`src/hdl/dtc_pkg.sv`:
```
`timescale 1ns / 1ps
`default_nettype none
package dtc_pkg;

   // fixed field widths
   localparam int DIM_W    = 4;
   localparam int COUNT_W  = 64;
   localparam int RESULT_W = 56;

   // widest profile the fit check handles
   localparam int PROFILE_LIMIT = 12;

   // defaults and limits
   localparam int MAX_COLS_DEF = 12;
   localparam logic [DIM_W-1:0] MAX_ROWS_LIM = 4'd12;

   // row store port control
   typedef struct packed {
      logic wr_en;
      logic wr_bank;
      logic rd_bank;
   } store_ctl_type;

   // shared adder control
   typedef struct packed {
      logic add_en;
      logic clear;
      logic use_data;
   } acc_ctl_type;

   // sequencer status toward the top level
   typedef struct packed {
      logic idle;
      logic done;
   } seq_status_type;

   // true when every run of free cells among the low w bits is even
   function automatic logic fits_profile(logic [PROFILE_LIMIT-1:0] m, logic [DIM_W-1:0] w);
      logic run_odd;
      logic ok;
      run_odd = 1'b0;
      ok      = 1'b1;
      for (int b = 0; b < PROFILE_LIMIT; b++) begin
         if (DIM_W'(b) < w) begin
            if (!m[b]) begin
               run_odd = ~run_odd;
            end else begin
               if (run_odd) ok = 1'b0;
               run_odd = 1'b0;
            end
         end
      end
      return ok && !run_odd;
   endfunction

endpackage
`default_nettype wire

```
`src/hdl/dtc_accum.sv`:
```
`timescale 1ns / 1ps
`default_nettype none
module dtc_accum (
   input  wire logic                        clock,
   input  wire dtc_pkg::acc_ctl_type        ctl,
   input  wire logic [dtc_pkg::COUNT_W-1:0] operand,
   output logic      [dtc_pkg::COUNT_W-1:0] sum,
   output logic      [dtc_pkg::COUNT_W-1:0] acc
);
   import dtc_pkg::*;

   logic [COUNT_W-1:0] acc_ff;
   logic [COUNT_W-1:0] base;
   logic [COUNT_W-1:0] addend;

   // shared 64-bit adder, restarted at the first term of each profile
   always_comb begin
      base   = ctl.clear ? '0 : acc_ff;
      addend = ctl.use_data ? operand : '0;
      sum    = base + addend;
   end

   always_ff @(posedge clock) begin
      if (ctl.add_en) acc_ff <= sum;
   end

   assign acc = acc_ff;

endmodule
`default_nettype wire

```
`config.mk`:
```
export PLATFORM = sky130hd
export DESIGN_NAME = dtc_accum
export DESIGN_NICKNAME = d
export VERILOG_FILES = /design/src/hdl/dtc_pkg.sv /design/src/hdl/dtc_accum.sv
export SDC_FILE = /design/constraint.sdc
export NUM_CORES = 1
export LEC_CHECK = 0
export BUFFER_PORTS_ARGS = -buffer_cell sky130_fd_sc_hd__buf_4
export CAP_MARGIN = 10
export CELL_PAD_IN_SITES_DETAIL_PLACEMENT = 0
export CELL_PAD_IN_SITES_GLOBAL_PLACEMENT = 1
export CORE_ASPECT_RATIO = 1.2
export CORE_MARGIN = 10
export CORE_UTILIZATION = 25
export CTS_CLUSTER_DIAMETER = 80
export DETAILED_ROUTE_END_ITERATION = 6
export PLACE_DENSITY_LB_ADDON = 0.1
export REMOVE_ABC_BUFFERS = 1
export SLEW_MARGIN = 5
export SYNTH_ARGS = -nofsm -noshare
export SYNTH_HDL_FRONTEND = slang
export SYNTH_SLANG_ARGS = --single-unit
```
`constraint.sdc`:
```
create_clock -name clock -period 4.4 [get_ports clock]
set_clock_uncertainty 0.15 [all_clocks]
set_input_delay 0.22 -clock clock [delete_from_list [all_inputs] [get_ports clock]]
set_output_delay 0.22 -clock clock [all_outputs]
set_load 0.05 [all_outputs]
```
== Word level (Yosys, flattened, before mapping) ==
Index checks and enable logic that the tools add are counted.
W data, S select, Z words.
Storage, ports and cells
  output and inout port bits: 128
  logic and storage cells: 4
  input port bits: 68
  register bits: 64
Cells by class
  $add $sub $neg: 1
  muxes and demuxes: 2
Operator list (number)
  $mux W64: 2
  $add A64 B64 Y64: 1

== Depth between registers and ports, before layout ==
  depth in word-level cells: 2
  depth in mapped cells: 16
  mapped depth without buffers: 14

== Worst setup path after synthesis ==
OpenSTA, ideal clock, no wires.
  path type: register to register
  start point: reg acc_ff[1] (netlist: acc[1])
  end point: reg acc_ff[63] (netlist: acc[63]) (data pin)
  setup slack: -368 ps
  setup time: 411 ps
  arrival time: 4207 ps
  cell stages (with the launch flop): 14
  required time: 3839 ps
  period minus slack after synthesis: 4768 ps
  buffers on the path: 0
  path through: edfxtp_1 > nor2b_1 > ha_1 > a21o_1 > nand4_1 > a31oi_1 > a41oi_1 > o21ai_1 > a21o_1 > a31oi_1 > o41a_1 > o31a_1 > o31a_1 > nor3_1
Between the ends
  cells in the longest elaborated chain, start to end: 2
RTL lines
  start, declared: line dtc_accum.sv:12  | logic [COUNT_W-1:0] acc_ff;
  start signal, assigned: line dtc_accum.sv:24  | if (ctl.add_en) acc_ff <= sum;
  $mux W64: line dtc_accum.sv:18  | base = ctl.clear ? '0 : acc_ff;
  $add A64 B64 Y64: line dtc_accum.sv:20  | sum = base + addend;
  net sum, one bit: line dtc_accum.sv:7  | output logic [dtc_pkg::COUNT_W-1:0] sum,
The timed path passes the listed nets, and every way through them passes these cells.
A chain may end at the register's enable or synchronous reset.

== Worst setup path in the final report ==
  start point: reg acc_ff[2] (netlist: acc[2])
  end point: out sum[63] (netlist name)
Between the ends
  cells in the longest elaborated chain, start to end: 2
RTL lines (line)
  $mux W64: dtc_accum.sv:18
  $add A64 B64 Y64: dtc_accum.sv:20
  end, declared: dtc_accum.sv:7
No other way between the ends.

==> metrics <==
status=completed; Tmin final=4290 ps; crit path from=acc[2]; worst reg2reg path depth=12; final wirelength=22.5 mm; Psw=1.55 mW; worst path required time=4030 ps; gpl congestion=0.786; WP data arrival=3920 ps; share of post-route cells with drive strength above 1=0.306; Min-Delay Path Class=in2reg; commonest non-fill, non-tap cell in the layout=buf_4; number of synthesized flops with an enable pin=64; PortBufs=195; Reg2Reg Setup Slack=690 ps; Setup CP Type=reg2out; period utilization=0.975; HPWL Detailed=roughly 18 mm; CTS Sinks=64; CTS tree=done; CP Capture Point=sum[63]; commonest non-fill, non-tap cells in the layout=236 x buf_4, 70 x a21oi_1, 69 x nor2b_1, 66 x and2_1, 64 x edfxtp_1; delay-heaviest family, CP=compound AO/OA/AOI/OAI gates; Die Y=194 um; crit end category=output pin; sequential fraction of the synthesis area=0.305; antenna violations before repair=0; DRC=0; Sw Share=0.473; antenna-violating nets left=0; sequential power share=0.251; CP max-delay cell=o31a_1; largest net degree at the start of global routing=65; FF-to-FF Start=acc[2]; final hold viol count=0; Power, Total=between 3 and 4 mW; Clk pwr share=0.205; IO Count=between 150 and 200; max-cap viol count=0; Post-Syn Area=6290 um2; Slew Limit Headroom=0.374; Worst-path clk slew=60 ps; CP cell instances=nor2b_1, ha_1, nand4_1, a31oi_4, a41oi_2, o21ai_2, a21o_1, a31oi_4, o41a_1, o31a_1, o31a_1, nor3_2, buf_6; vias in the first global route=6499; WP buf/inv=1; drt via density=4.67; Initial Util=0.254; Antenna diodes=0; wire per inst=17.7 um; pwr dens=approximately 370 nW/um2; Fin Hold WS=~190 ps; fill cell total of the finished layout=2683; die area=31900 um2; clk buf depth=2; Skew-Pair Late Insertion Delay=roughly 340 ps; Root Buffer Master=clkbuf_16; CTS Buf Count=9; post-synthesis async set-or-reset flop share=0; Nets=1072; Worst-Margin Slew=939 ps; first drt pass iteration count=4; Iteration-0 DRC Markers=189; Synth Instances=a little over 700; Max Freq=233 MHz; #FFs+latches synth=64; synthesized area per cell=8.73 um2; post-cts hold buffer count=0; post-synthesis cell type count=50; Non-Filler Instances=1270; Largest register FFs=64; IR Drop Worst-Case VDD=0.173 mV; vias post-DR=5929; Yosys warning count=0; CP max FO=5; Clock H-tree levels=3; first-pass GRT wire length=35.1 mm; delay of the slowest critical-path stage=410 ps; Rows=63; Power Internal=about 1.7 mW; final core utilization=0.357; leakage power=4.00 nW; gr usage total=0.136; Comb power frac=0.544; Die X=165 um; CP Launch Type=flop; Slew Viols, Final=0; worst r2r dst=acc[63]; Worst path depth=13; placed insts=~1200; Layout area overhead=40.3%; final setup fails=0; Main synth FF type=edfxtp_1; RSZ-0062 raised after global routing=true; GRT overflow=0; core area=24800 um2
worst register-to-register path, stage by stage (launching register included):
cell and delay [ps]:
edfxtp_1 380, nor2b_1 160, ha_1 360, nand4_1 190, a31oi_4 230, a41oi_2 180, o21ai_2 260, a21o_1 240
a31oi_4 120, o41a_1 370, o31a_1 410, nor4_1 320, nor3_2 90
final cells by class:
type / count / area [um2] / share of cell area
clock inverters: 7 / 38.8 / 0.00439
clock buffers: 9 / 225 / 0.0255
inverters: 19 / 71.3 / 0.00808
multi-input cells: 607 / 4350 / 0.493
well taps: 325 / 407 / 0.0461
flip-flops and latches: 64 / 1920 / 0.218
repair buffers: 239 / 1810 / 0.206
routing by layer:
| layer | wire, um | vias up | part of all wire | global-route usage |
|---|---|---|---|---|
| met5 | 0 | - | 0 | 0 |
| li1 | - | 3026 | - | - |
| met4 | 203 | 0 | 0.0090 | 0.0305 |
| met1 | 9790 | 2751 | 0.44 | 0.161 |
| met2 | 11100 | 140 | 0.49 | 0.235 |
| met3 | 1390 | 12 | 0.062 | 0.0395 |
Yosys cell counts, types with 8 or more instances:
| library cell | n | share of area |
|---|---|---|
| o21bai_1 | 13 | 0.016 |
| clkbuf_1 | 29 | 0.017 |
| nand3_1 | 17 | 0.014 |
| and2_1 | 66 | 0.066 |
| edfxtp_1 | 64 | 0.31 |
| xor2_1 | 23 | 0.032 |
| a21oi_1 | 74 | 0.059 |
| nor2_1 | 38 | 0.023 |
| nand4_1 | 13 | 0.013 |
| nor3_1 | 8 | 0.0064 |
| inv_1 | 19 | 0.011 |
| nor2b_1 | 71 | 0.071 |
| xnor2_1 | 39 | 0.054 |
| o21ai_0 | 31 | 0.025 |
| ha_1 | 63 | 0.13 |
| nand2_1 | 49 | 0.029 |
| a21o_1 | 30 | 0.036 |
logic make-up (layout without fill, tap and decap cells):
kind of cell / count (synthesis) / count (layout) / share of synthesized area
xor+xnor: 62 / 62 / 0.0863
flops: 64 / 64 / 0.305
fa+ha+maj: 64 / 64 / 0.128
compound gates: 202 / 202 / 0.211
simple gates: 279 / 279 / 0.238
buf+inv: 50 / 274 / 0.0302
worst min-delay path by stage:
stage / depth (start not counted) / endpoint / from / slack, ps
after floorplan: 0 / acc[0] / ctl[2] / 180
after global placement: 3 / acc[0] / operand[0] / 550
after detailed placement: 3 / acc[0] / operand[0] / 540
after CTS: 3 / acc[0] / operand[0] / 170
after global routing: 3 / acc[0] / operand[0] / 200
final: 3 / acc[0] / operand[0] / 190
per-stage QoR:
step / setup slack [ps] / TNS (ps) / instance area [um2]
after floorplan: -351 / -958 / 6170
after global placement: 72.9 / 0 / 8280
after detailed placement: 15.7 / 0 / 8280
after CTS: -11.2 / -11.2 / 8590
after global routing: -54.4 / -166 / 8830
final: 110 / 0 / 8830
power by group through the flow:
| stage | clock, mW | sequential [mW] | combinational [mW] |
|---|---|---|---|
| 5_1_grt | 0.725 | 0.836 | 1.91 |
| 3_3_place_gp | 0 | 0.836 | 1.78 |
| 4_1_cts | 0.708 | 0.827 | 1.78 |
| 3_5_place_dp | 0 | 0.838 | 1.77 |
| 6_report | 0.673 | 0.825 | 1.79 |
| 2_1_floorplan | 0 | 1.11 | 0.914 |
repair_timing:
item,in CTS,in global routing
setup buffers,0,14
endpoints found under the setup margin,12,14
gates resized for setup,10,26
pin swaps,3,14
Note: power is estimated with default switching activity, not from simulation.
