$ cat src/hdl/dtc_pkg.sv
`timescale 1ns / 1ps
`default_nettype none
package dtc_pkg;

   // fixed field widths
   localparam int DIM_W    = 4;
   localparam int COUNT_W  = 64;
   localparam int RESULT_W = 56;

   // widest profile the fit check handles
   localparam int PROFILE_LIMIT = 12;

   // defaults and limits
   localparam int MAX_COLS_DEF = 12;
   localparam logic [DIM_W-1:0] MAX_ROWS_LIM = 4'd12;

   // row store port control
   typedef struct packed {
      logic wr_en;
      logic wr_bank;
      logic rd_bank;
   } store_ctl_type;

   // shared adder control
   typedef struct packed {
      logic add_en;
      logic clear;
      logic use_data;
   } acc_ctl_type;

   // sequencer status toward the top level
   typedef struct packed {
      logic idle;
      logic done;
   } seq_status_type;

   // true when every run of free cells among the low w bits is even
   function automatic logic fits_profile(logic [PROFILE_LIMIT-1:0] m, logic [DIM_W-1:0] w);
      logic run_odd;
      logic ok;
      run_odd = 1'b0;
      ok      = 1'b1;
      for (int b = 0; b < PROFILE_LIMIT; b++) begin
         if (DIM_W'(b) < w) begin
            if (!m[b]) begin
               run_odd = ~run_odd;
            end else begin
               if (run_odd) ok = 1'b0;
               run_odd = 1'b0;
            end
         end
      end
      return ok && !run_odd;
   endfunction

endpackage
`default_nettype wire

$ cat src/hdl/dtc_seq.sv
`timescale 1ns / 1ps
`default_nettype none
module dtc_seq #(
   parameter int MAX_COLS = 12
) (
   input  wire logic                         clock,
   input  wire logic                         reset,
   input  wire logic                         start,
   input  wire logic [dtc_pkg::DIM_W-1:0]    start_height,
   input  wire logic [dtc_pkg::DIM_W-1:0]    start_width,
   input  wire logic                         out_free,
   output dtc_pkg::seq_status_type           status,
   output logic      [dtc_pkg::RESULT_W-1:0] result,
   output dtc_pkg::store_ctl_type            store_ctl,
   output logic      [MAX_COLS-1:0]          store_wr_addr,
   output logic      [dtc_pkg::COUNT_W-1:0]  store_wr_data,
   output logic      [MAX_COLS-1:0]          store_rd_addr,
   output dtc_pkg::acc_ctl_type              acc_ctl,
   input  wire logic [dtc_pkg::COUNT_W-1:0]  acc_sum,
   input  wire logic [dtc_pkg::COUNT_W-1:0]  acc_value
);
   import dtc_pkg::*;

   localparam int ADDR_W = MAX_COLS;

   typedef enum logic [4:0] {
      ST_IDLE   = 5'b00001,
      ST_INIT   = 5'b00010,
      ST_ROW    = 5'b00100,
      ST_GAP    = 5'b01000,
      ST_FINISH = 5'b10000
   } seq_state_type;

   seq_state_type state_ff, state_in;
   logic [DIM_W-1:0]  h_ff, h_in;
   logic [DIM_W-1:0]  w_ff, w_in;
   logic              bad_ff, bad_in;
   logic              single_ff, single_in;
   logic [DIM_W-1:0]  row_ff, row_in;
   logic [ADDR_W-1:0] q_ff, q_in;
   logic [ADDR_W-1:0] p_ff, p_in;
   logic              first_ff, first_in;

   // read stage tags
   logic              rd_vld_ff, rd_vld_in;
   logic              rd_fit_ff, rd_fit_in;
   logic              rd_first_ff, rd_first_in;
   logic              rd_last_ff, rd_last_in;
   logic [ADDR_W-1:0] rd_q_ff, rd_q_in;

   logic [ADDR_W-1:0] full;
   logic [ADDR_W-1:0] avail;
   logic [ADDR_W-1:0] q_plus;
   logic              last_row;
   logic              init_fit;
   logic              start_bad;

   // mask of the active profile bits
   always_comb begin
      for (int i = 0; i < ADDR_W; i++) begin
         full[i] = (DIM_W'(i) < w_ff);
      end
   end

   assign avail     = ~q_ff & full;
   assign q_plus    = q_ff + ADDR_W'(1);
   assign last_row  = (row_ff == (h_ff - DIM_W'(1)));
   assign init_fit  = fits_profile(PROFILE_LIMIT'(p_ff), w_ff);
   assign start_bad = (start_height == '0) || (start_height > MAX_ROWS_LIM) ||
                      (start_width == '0) || (start_width > DIM_W'(MAX_COLS));

   // sequencer: fill row 0, then walk rows over (q, subset p) pairs
   always_comb begin
      state_in    = state_ff;
      h_in        = h_ff;
      w_in        = w_ff;
      bad_in      = bad_ff;
      single_in   = single_ff;
      row_in      = row_ff;
      q_in        = q_ff;
      p_in        = p_ff;
      first_in    = first_ff;
      rd_vld_in   = 1'b0;
      rd_fit_in   = 1'b0;
      rd_first_in = first_ff;
      rd_last_in  = (p_ff == '0);
      rd_q_in     = q_ff;
      store_ctl.rd_bank = ~row_ff[0];
      store_rd_addr     = p_ff;

      // stage two writes the finished sum of a profile
      store_ctl.wr_en   = rd_vld_ff && rd_last_ff && !last_row;
      store_ctl.wr_bank = row_ff[0];
      store_wr_addr     = rd_q_ff;
      store_wr_data     = acc_sum;

      unique case (state_ff)
         ST_IDLE: begin
            if (start) begin
               h_in      = start_height;
               w_in      = start_width;
               bad_in    = start_bad;
               single_in = (start_height == DIM_W'(1));
               p_in      = '0;
               if (start_bad || start_height == DIM_W'(1)) state_in = ST_FINISH;
               else state_in = ST_INIT;
            end
         end
         ST_INIT: begin
            store_ctl.wr_en   = 1'b1;
            store_ctl.wr_bank = 1'b0;
            store_wr_addr     = p_ff;
            store_wr_data     = init_fit ? COUNT_W'(1) : '0;
            p_in              = p_ff + ADDR_W'(1);
            if (p_ff == full) begin
               state_in = ST_ROW;
               row_in   = DIM_W'(1);
               q_in     = '0;
               p_in     = full;
               first_in = 1'b1;
            end
         end
         ST_ROW: begin
            rd_vld_in = 1'b1;
            rd_fit_in = fits_profile(PROFILE_LIMIT'(p_ff | q_ff), w_ff);
            if (p_ff != '0) begin
               p_in     = (p_ff - ADDR_W'(1)) & avail;
               first_in = 1'b0;
            end else if (last_row || q_ff == full) begin
               state_in = ST_GAP;
            end else begin
               q_in     = q_plus;
               p_in     = ~q_plus & full;
               first_in = 1'b1;
            end
         end
         ST_GAP: begin
            if (last_row) begin
               state_in = ST_FINISH;
            end else begin
               state_in = ST_ROW;
               row_in   = row_ff + DIM_W'(1);
               q_in     = '0;
               p_in     = full;
               first_in = 1'b1;
            end
         end
         ST_FINISH: begin
            if (out_free) state_in = ST_IDLE;
         end
         default: begin
            state_in = ST_IDLE;
         end
      endcase
   end

   // accumulate the store data in the cycle after its read is issued
   assign acc_ctl.add_en   = rd_vld_ff;
   assign acc_ctl.clear    = rd_first_ff;
   assign acc_ctl.use_data = rd_fit_ff;

   always_ff @(posedge clock) begin
      if (reset) begin
         state_ff  <= ST_IDLE;
         rd_vld_ff <= 1'b0;
      end else begin
         state_ff  <= state_in;
         rd_vld_ff <= rd_vld_in;
      end
   end

   always_ff @(posedge clock) begin
      h_ff        <= h_in;
      w_ff        <= w_in;
      bad_ff      <= bad_in;
      single_ff   <= single_in;
      row_ff      <= row_in;
      q_ff        <= q_in;
      p_ff        <= p_in;
      first_ff    <= first_in;
      rd_fit_ff   <= rd_fit_in;
      rd_first_ff <= rd_first_in;
      rd_last_ff  <= rd_last_in;
      rd_q_ff     <= rd_q_in;
   end

   // result select: bad size, single row, or the final sum
   always_comb begin
      if (bad_ff) result = '0;
      else if (single_ff) result = w_ff[0] ? '0 : RESULT_W'(1);
      else result = acc_value[RESULT_W-1:0];
   end

   assign status.idle = (state_ff == ST_IDLE);
   assign status.done = (state_ff == ST_FINISH);

endmodule
`default_nettype wire

$ cat config.mk
export PLATFORM = sky130hd
export DESIGN_NAME = dtc_seq
export DESIGN_NICKNAME = d
export VERILOG_FILES = /design/src/hdl/dtc_pkg.sv /design/src/hdl/dtc_seq.sv
export SDC_FILE = /design/constraint.sdc
export NUM_CORES = 1
export LEC_CHECK = 0
export ABC_AREA = 1
export ABC_CLOCK_PERIOD_IN_PS = 4850
export BUFFER_PORTS_ARGS = -buffer_cell sky130_fd_sc_hd__clkbuf_2
export CELL_PAD_IN_SITES_DETAIL_PLACEMENT = 0
export CELL_PAD_IN_SITES_GLOBAL_PLACEMENT = 1
export CORE_ASPECT_RATIO = 1.2
export CORE_MARGIN = 4
export CORE_UTILIZATION = 30
export CTS_BUF_LIST = sky130_fd_sc_hd__clkbuf_16
export DETAILED_ROUTE_END_ITERATION = 12
export GPL_TIMING_DRIVEN = 0
export PLACE_DENSITY = 0.9
export RECOVER_POWER = 25
export SYNTH_ARGS = -nofsm -noshare
export SYNTH_HDL_FRONTEND = slang
export SYNTH_SLANG_ARGS = --single-unit
$ cat constraint.sdc
create_clock -name clock -period 4.85 [get_ports clock]
set_clock_uncertainty 0.2 [all_clocks]
set_input_delay 0.485 -clock clock [delete_from_list [all_inputs] [get_ports clock]]
set_output_delay 0.485 -clock clock [all_outputs]
set_load 0.005 [all_outputs]
=== Yosys cells after proc, flatten, opt, wreduce, memory -nomap -nowiden ===
Index checks and enable logic that the tools add are counted.

* Bits in registers: 60
* Output and inout port bits: 152

* $add $sub $neg: 5
* Order comparisons: 14
* Equality and inequality tests: 17
* Muxes and demuxes: 166
* Bitwise gates (word level): 29
* Reduce and logical (&&, ||, !) cells: 25

{| class="wikitable"
|+ Operators by type and width
! kind !! number
|-
| two-way mux 1 bit || 138
|-
| two-way mux 12 bit || 10
|-
| two-way mux 56 bit || 2
|-
| two-way mux 64 bit || 1
|-
| case mux 12 bit (4 select lines) || 1
|-
| bitwise AND 12 bit || 3
|-
| case mux 12 bit (3 select lines) || 1
|-
| two-way mux 5 bit || 7
|-
| case mux 5 bit (5 select lines) || 1
|-
| adder 12 x 1 -> 12 bit (second input constant) || 2
|-
| == test 12 bit || 2
|-
| inverter 12 bit || 2
|-
| inverter 1 bit || 23
|-
| less-than comparator 3 x 4 -> 1 bit (first input constant) || 4
|-
| less-than comparator 4 bit (first input constant) || 4
|-
| inequality test 2 bit (second input constant) || 7
|-
| zero test 12 bit || 1
|-
| bitwise OR 12 bit || 1
|-
| nonzero test 12 bit || 1
|-
| subtractor 12 x 1 -> 12 bit (second input constant) || 1
|-
| AND reduction 5 bit || 2
|-
| > comparator 4 bit (second input constant) || 2
|-
| zero test 4 bit || 2
|-
| less-than comparator 1 x 4 -> 1 bit (first input constant) || 2
|-
| 24 further kinds || 36
|}

=== Logic depth before layout (Yosys ltp) ===
Gate-level depths: netlist of run 1.

* Depth in word-level cells: 50
* Depth in mapped cells: 27

=== Worst setup path after synthesis of run 1 ===
Ideal clock, no wire load.

* Kind: register to register
* Start point: register w_ff[3]
* End point: register q_ff[0], enable pin
* Data arrival time: 2.886 ns
* Data required time: 4.250 ns
* Setup slack: 1.363 ns
* Cell stages (with the launch flop): 13
* Cell sequence: edfxtp_1 -> buf_6 -> nor2_8 -> nand2_1 -> ha_1 -> inv_1 -> nor3_1 -> nand4_1 -> nor4_4 -> nor2_2 -> inv_2 -> nand2_1 -> a211oi_1

* Word-level cells in the longest chain between the ends: 5
* Elaborated cells between the ends (all ways): 18
* Those cells by class: order compare (12); eq/ne (4); reduce/logical (2)

{| class="wikitable"
|+ RTL lines
! item !! RTL line !! text
|-
| start, declared || dtc_seq.sv:36 || <nowiki>logic [DIM_W-1:0] w_ff, w_in;</nowiki>
|-
| start signal, assigned || dtc_seq.sv:174 || <nowiki>w_ff <= w_in;</nowiki>
|-
| less-than comparator 1 x 4 -> 1 bit (tied with other cells) || dtc_seq.sv:61 || <nowiki>full[i] = (DIM_W'(i) < w_ff);</nowiki>
|-
| == test 12 bit || dtc_seq.sv:129 || <nowiki>end else if (last_row || q_ff == full) begin</nowiki>
|-
| logical OR 1 bit || dtc_seq.sv:129 ||
|-
| inequality test 2 bit (no source line) || -- ||
|-
| AND reduction 5 bit (no source line) (*) || -- ||
|-
| end signal, assigned || dtc_seq.sv:178 || <nowiki>q_ff <= q_in;</nowiki>
|-
| end, declared || dtc_seq.sv:40 || <nowiki>logic [ADDR_W-1:0] q_ff, q_in;</nowiki>
|}

Every way passes the cells marked *; elsewhere a longest branch is shown, timed or not.
A chain may end at the register's enable or synchronous reset.

=== Worst setup path in the final report of run 1 ===
* Start point: register p_ff[0] (netlist: store_rd_addr[0])
* End point: register q_ff[3], enable pin

* Word-level cells in the longest chain between the ends: 3
* Elaborated cells between the ends (all ways): 5
* Those cells by class: eq/ne (3); reduce/logical (2)

{| class="wikitable"
|+ RTL lines
! item !! RTL line !! text
|-
| start, declared || dtc_seq.sv:41 || <nowiki>logic [ADDR_W-1:0] p_ff, p_in;</nowiki>
|-
| start signal, assigned || dtc_seq.sv:179 || <nowiki>p_ff <= p_in;</nowiki>
|-
| == test 12 bit or nonzero test 12 bit (tied branches) || dtc_seq.sv:115, dtc_seq.sv:126 ||
|-
| inequality test 2 bit (no source line) || -- ||
|-
| AND reduction 5 bit (no source line) (*) || -- ||
|}

Marked as above.

==> impl_metrics.ini, run 1 <==
[cells_and_area]
syn2layout_area_growth_pct = 36.2
diodes = 0
drive_gt1_frac = 0.305
fin_nets = 1294
num-fill-cells = 1946
finalCoreUtilization = 0.420
fin_area_um2 = 7410

[synthesis]
yosys_top_cell_by_area = edfxtp_1
netlist_instances = 839
postSynth.asyncResetShare = 0
synth.top_cells.by_count = 198 x nor2_1, 196 x inv_1, 91 x nand2_1
synth.distinct_cells = 44
mappedNetlistArea_um2 = 5440
synthesis.area_per_instance_um2 = 6.49
ys_warn_count = 0
syn_nets = 998
yosys-top-cells-area = edfxtp_1 22%, nor2_1 14%, inv_1 14%, dfxtp_1 7.7%, nand2_1 6.3%
synth_enable_flop_cells = 39
synth_top_area_share = 0.215
synth.yosys.seq_area_share = 0.292
synth_top_flop_cell = edfxtp_1
synthMostInstantiatedCell = nor2_1
postSynthRegisterBits = 60

[placed_design]
dp.final_hpwl_mm = 18.5
gp_congestion = 0.929
postPlaceCellArea_um2 = 7160
port_buffers = 283

[critical_path]
worst_setup_ep_type = register
critPathKind = reg -> reg
cp_data_required_time_ps = 4610
worst_ep_arrival_time_ps = 3830
critical_path.max_fanout = 12
ff2ff_path_depth = 11
critical_path.startpoint_type = register

[routing]
via_per_inst = 4.71
dr_total_vias = 6402
wire_per_inst_um = 15.8
antenna_left = 0
drt-pass1-iter-count = 5
drt_first_iter_violations = 356
detail_route.wirelength_mm = 21.5
drt_drc_violations_left = 0

[sta]
finalHoldViolCount = 0
timing.final.setup_violations = 0
worst-slew-pin-transition_ps = 1290
layout_min_cycle_time_ps = 4070
finalCritPeriodShare = 0.838
timing_max_transition_violations_final = 0
relSlewSlack = 0.130
fmax_ghz = 0.246
grt_setup_unrepaired = no

[die]
die_width_um = 131
vertical_die_dimension_um = 156
floorplan.io_pins = 292
overall_die_area_um2 = 20400
core_region_area_um2 = 17600
initial_utilization = 0.308
placement_rows = 53

[clocking]
postCtsHoldBufs = 0
ctsLongestPathBuffers = 2
post_cts.resized_instances = 0
cts.sink_count = 60
tritoncts = yes
clkTransAtPathRegs_ps = 60
htree_num_levels = 3
tritoncts.num_buffers = 9
clock_insertion_delay_worst_skew_ps = 350
cts_setup_buffers = 0
clk_root_buffer_cell = clkbuf_16

[hold_path]
min_delay_path_depth = 2
hp-class = in -> reg

[flow_run]
cap_violations = 0

[grt]
grt_max_degree = 14
total_grt_usage = 0.205
grt-ovfl-total = 0
grt_pass1_wl_mm = 32.1
first_global_vias = 6206
grt_antenna_before_repair = 0

[outcome]
status = complete, no violations

[power_and_ir_drop]
ir_drop_mv = 0.203
power.clock.fraction = 0.184
p_sw_frac = 0.494
internal-power_uw = 1700
comb_power_share = 0.574
share_seq_of_total_power = 0.242
power.density_cell_area_nw_per_um2 = 453
power.static_leakage_uw = 0.00416
netSwitchingPower_uw = 1660
[cells by family (layout without fill, tap and decap cells)]
group / Yosys count / after routing / synth area share
buf+inv: 236 / 537 / 0.168
fa+ha+maj: 19 / 19 / 0.0437
xor+xnor: 29 / 29 / 0.0467
compound gates: 69 / 69 / 0.0865
simple gates: 426 / 426 / 0.363
flops: 60 / 60 / 0.292
[critical path, stage by stage (launching register included)]
cell and delay, ps:
edfxtp_1 520, inv_1 250, ha_1 250, nand2_1 100
nor2_1 160, nand3_1 130, nor2_1 240, nand4_1 200
nor2_1 250, nor2_1 160, clkbuf_1 320, a211oi_2 900
[metal layers]
metal / wire length (um) / global-route usage / vias to the layer above
li1: - / - / 3191
met1: 8080 / 0.231 / 2852
met2: 10900 / 0.380 / 322
met3: 1950 / 0.0425 / 37
met4: 578 / 0.0681 / 0
met5: 0 / 0 / -
[flip-flops by register name (all words and copies together), names as in the netlist]
register and count:
first_ff 1, state_ff 5, w_ff 4, rd_first_ff 1, rd_q_ff 12, rd_last_ff 1
row_ff 4, bad_ff 1, single_ff 1, rd_fit_ff 1, store_rd_addr 12, rd_vld_ff 1
h_ff 4, q_ff 12
[cell usage in the layout (no fill, tap or decap), types with 21 or more instances in the layout]
cell type  instances
clkbuf_2         258
xor2_1            22
nand2_1           91
nor2_1           199
dfxtp_1           21
o21ai_0           21
edfxtp_1          39
inv_1            196
nand3_1           39
nand2_2           23
clkbuf_1          43
[metrics by stage]
stage          cells  TNS, ps  hold WS [ps]  setup WS, ps  total power (uW)
6_report        1360        0           134           784              3350
5_1_grt         1360        0           131           425              3660
4_1_cts         1360        0           127           823              3380
3_5_place_dp    1344        0           160           833              2760
3_3_place_gp    1342    -1940           125          -162              2700
2_1_floorplan    839        0           123          1360              2070
[cell type report]
cell class / count / area, um2 / area share
timing repair buffer: 285 / 1400 / 0.189
clock inverter: 7 / 58.8 / 0.00794
buffer: 30 / 134 / 0.0181
sequential: 60 / 1590 / 0.215
clock buffer: 9 / 225 / 0.0304
inverter: 206 / 778 / 0.105
tap: 220 / 275 / 0.0371
multi-input combinational: 543 / 2950 / 0.398
[power groups by stage]
stage	registers, uW	clock network, uW	logic (uW)
6_report	813	618	1920
5_1_grt	826	646	2190
4_1_cts	811	625	1940
3_3_place_gp	824	0	1880
2_1_floorplan	788	0	1280
3_5_place_dp	822	0	1940
[path summary, 6_finish.rpt]
| kind | from | to | slack [ps] |
|---|---|---|---|
| hold reg to reg | first_ff | rd_first_ff | 170 |
| setup reg to reg | store_rd_addr[0] | q_ff[3] | 780 |
| hold / removal | reset | state_ff[2] | 130 |
| setup / recovery | store_rd_addr[0] | q_ff[3] | 780 |
No activity file was read; power rests on OpenSTA's default activity.
==> run 2, diff against run 1 <==
--- a/config.mk
+++ b/config.mk
@@ -6,7 +6,7 @@
 export NUM_CORES = 1
 export LEC_CHECK = 0
 export ABC_AREA = 1
-export ABC_CLOCK_PERIOD_IN_PS = 4850
+export ABC_CLOCK_PERIOD_IN_PS = 3900
 export BUFFER_PORTS_ARGS = -buffer_cell sky130_fd_sc_hd__clkbuf_2
 export CELL_PAD_IN_SITES_DETAIL_PLACEMENT = 0
 export CELL_PAD_IN_SITES_GLOBAL_PLACEMENT = 1
==> constraint.sdc (replaced) <==
create_clock -name clock -period 3.9 [get_ports clock]
set_clock_uncertainty 0.2 [all_clocks]
set_input_delay 0.39 -clock clock [delete_from_list [all_inputs] [get_ports clock]]
set_output_delay 0.39 -clock clock [all_outputs]
set_load 0.005 [all_outputs]
==> run 2 against run 1 <==
Compared with the run above: routed wire length increased by 0.19%; critical path type is now reg -> out; flip-flop and latch count unchanged; count of clock-buffer cells in the layout unchanged; clock power increased by 24%; sequential share of layout area decreased by 0.23 points; critical endpoint is now store_wr_data[0]; largest cell class unchanged.
==> impl_metrics.ini, run 2 (synthesis gave the netlist of run 1 again) <==
[sta]
finalWorstSetupSlack_ps = 277
fmax_ghz = 0.276
finalCritPeriodShare = 0.929
timing_max_transition_violations_final = 0
layout_min_cycle_time_ps = 3620
grt_setup_unrepaired = yes
finalHoldViolCount = 0
timing.final.setup_violations = 0
relSlewSlack = 0.126
worst-slew-pin-transition_ps = 1300

[power_and_ir_drop]
power.static_leakage_uw = 0.00421
ir_drop_mv = 0.252
power.density_cell_area_nw_per_um2 = 562

[placed_design]
dp.final_hpwl_mm = 18.5
pre_cts_slack_ps = -117
port_buffers = 283
gp_congestion = 0.929

[grt]
grt-ovfl-total = 0
total_grt_usage = 0.205
groute.layer.met2.usage = 0.380
first_global_vias = 6201
grt_most_used_layer = met2
grt_pass1_wl_mm = 32.0
grt_max_degree = 14
use_met1 = 0.231
met3_layer_usage_reported_by_global_route = 0.0421
grt_antenna_before_repair = 0

[clocking]
cts.sink_count = 60
clkTransAtPathRegs_ps = 60
clock_insertion_delay_worst_skew_ps = 350
tritoncts.num_buffers = 9
postCtsHoldBufs = 0
clk_root_buffer_cell = clkbuf_16
htree_num_levels = 3
tritoncts = yes
ctsLongestPathBuffers = 2

[critical_path]
critical_path.max_fanout = 5
rr_startpoint = store_rd_addr[1]
r2r_end = q_ff[3]
critical_path.startpoint_type = register
r2r_setup_slack_ps = 390
cp_data_required_time_ps = 3310
slowest_delay_ps = 510
worst_ep_arrival_time_ps = 3030
critPathKind = reg -> out
worst_setup_ep_type = output pin
timing.critical_path.slowest_stage_cell = edfxtp_1
ff2ff_path_depth = 12

[routing]
wire_per_inst_um = 15.8
drt-pass1-iter-count = 5
drt_first_iter_violations = 336
via_per_inst = 4.74
drt_drc_violations_left = 0
dr_total_vias = 6464
antenna_left = 0
detail_route.wirelength_mm = 21.6

[hold_path]
min_delay_path_depth = 2
worst_hold_startpoint = reset
hp-class = in -> reg
timing.hold.worst_endpoint = state_ff[2]

[die]
core_region_area_um2 = 17600
die_width_um = 131
initial_utilization = 0.308
vertical_die_dimension_um = 156
overall_die_area_um2 = 20400
floorplan.io_pins = 292
placement_rows = 53

[outcome]
status = complete, no violations

[cells_and_area]
num-fill-cells = 1938
syn2layout_area_growth_pct = 37.7
diodes = 0
finalCoreUtilization = 0.425
fin_nets = 1299
area_used_by_multi_input_combinational_logic_um2 = 2970
drive_gt1_frac = 0.318
most-common-layout-cells = 263 x clkbuf_2, 197 x nor2_1, 195 x inv_1, 89 x nand2_1
final_common_cell = clkbuf_2
seqCellArea_um2 = 1590

[flow_run]
cap_violations = 0
-- run 2: cell count changes in the layout (fill, tap and decap cells not counted), sizes merged --
cell	delta
buf	+4
clkbuf	+1
-- run 2: layout make-up --
type	count	share of cell area
plain buffers	30	0.0179
flip-flops and latches	60	0.212
clock buffers	9	0.0301
repair buffers	290	0.194
inverters	206	0.104
multi-input cells	543	0.397
clock inverters	7	0.00785
well taps	220	0.0367
-- run 2: repair_timing --
item | CTS | global route
buffers inserted | 0 | 5
cloned | 0 | 0
resized for setup | 1 | 6
pin swaps | 0 | 2
setup endpoints to repair | 12 | 13
-- run 2: where the power goes --
| part | total (uW) | switching, uW | internal (uW) | leakage (uW) |
|---|---|---|---|---|
| registers | 1010 | 153 | 858 | 0.000538 |
| logic | 2430 | 1590 | 841 | 0.00354 |
| clock network | 764 | 326 | 438 | 0.000133 |
| total | 4210 | 2070 | 2140 | 0.00421 |
-- run 2: per-layer routing --
layer	wire [um]	share of wire
met1	8030	0.37
met3	1980	0.092
met5	0	0
met2	11000	0.51
met4	554	0.026
-- run 2: worst max-delay path by stage --
stage / end / start / depth (start not counted) / slack (ps)
2_1_floorplan: q_ff[0] / w_ff[3] / 12 / 410
3_3_place_gp: store_rd_addr[4] / w_ff[3] / 11 / -1110
3_5_place_dp: q_ff[0] / store_rd_addr[0] / 11 / -120
4_1_cts: store_wr_data[0] / w_ff[3] / 27 / 3
5_1_grt: store_wr_data[0] / w_ff[0] / 24 / -90
6_report: store_wr_data[0] / w_ff[0] / 26 / 280
-- run 2: worst max-delay path: cells and delay by family (launching register included) --
kind	cells	cell delay [ps]
fa+ha+maj	1	200
buf+inv	1	100
simple gates	24	1880
flops	1	510
-- run 2: metrics by stage --
step	cells	total power, uW	hold WS [ps]	cell area, um2	TNS (ps)
2_1_floorplan	839	2570	123	5440	0
3_3_place_gp	1342	3360	125	7130	-21650
3_5_place_dp	1344	3430	160	7160	-1390
4_1_cts	1360	4200	32.1	7450	0
5_1_grt	1365	4600	36.1	7490	-89.6
6_report	1365	4210	39.6	7490	0
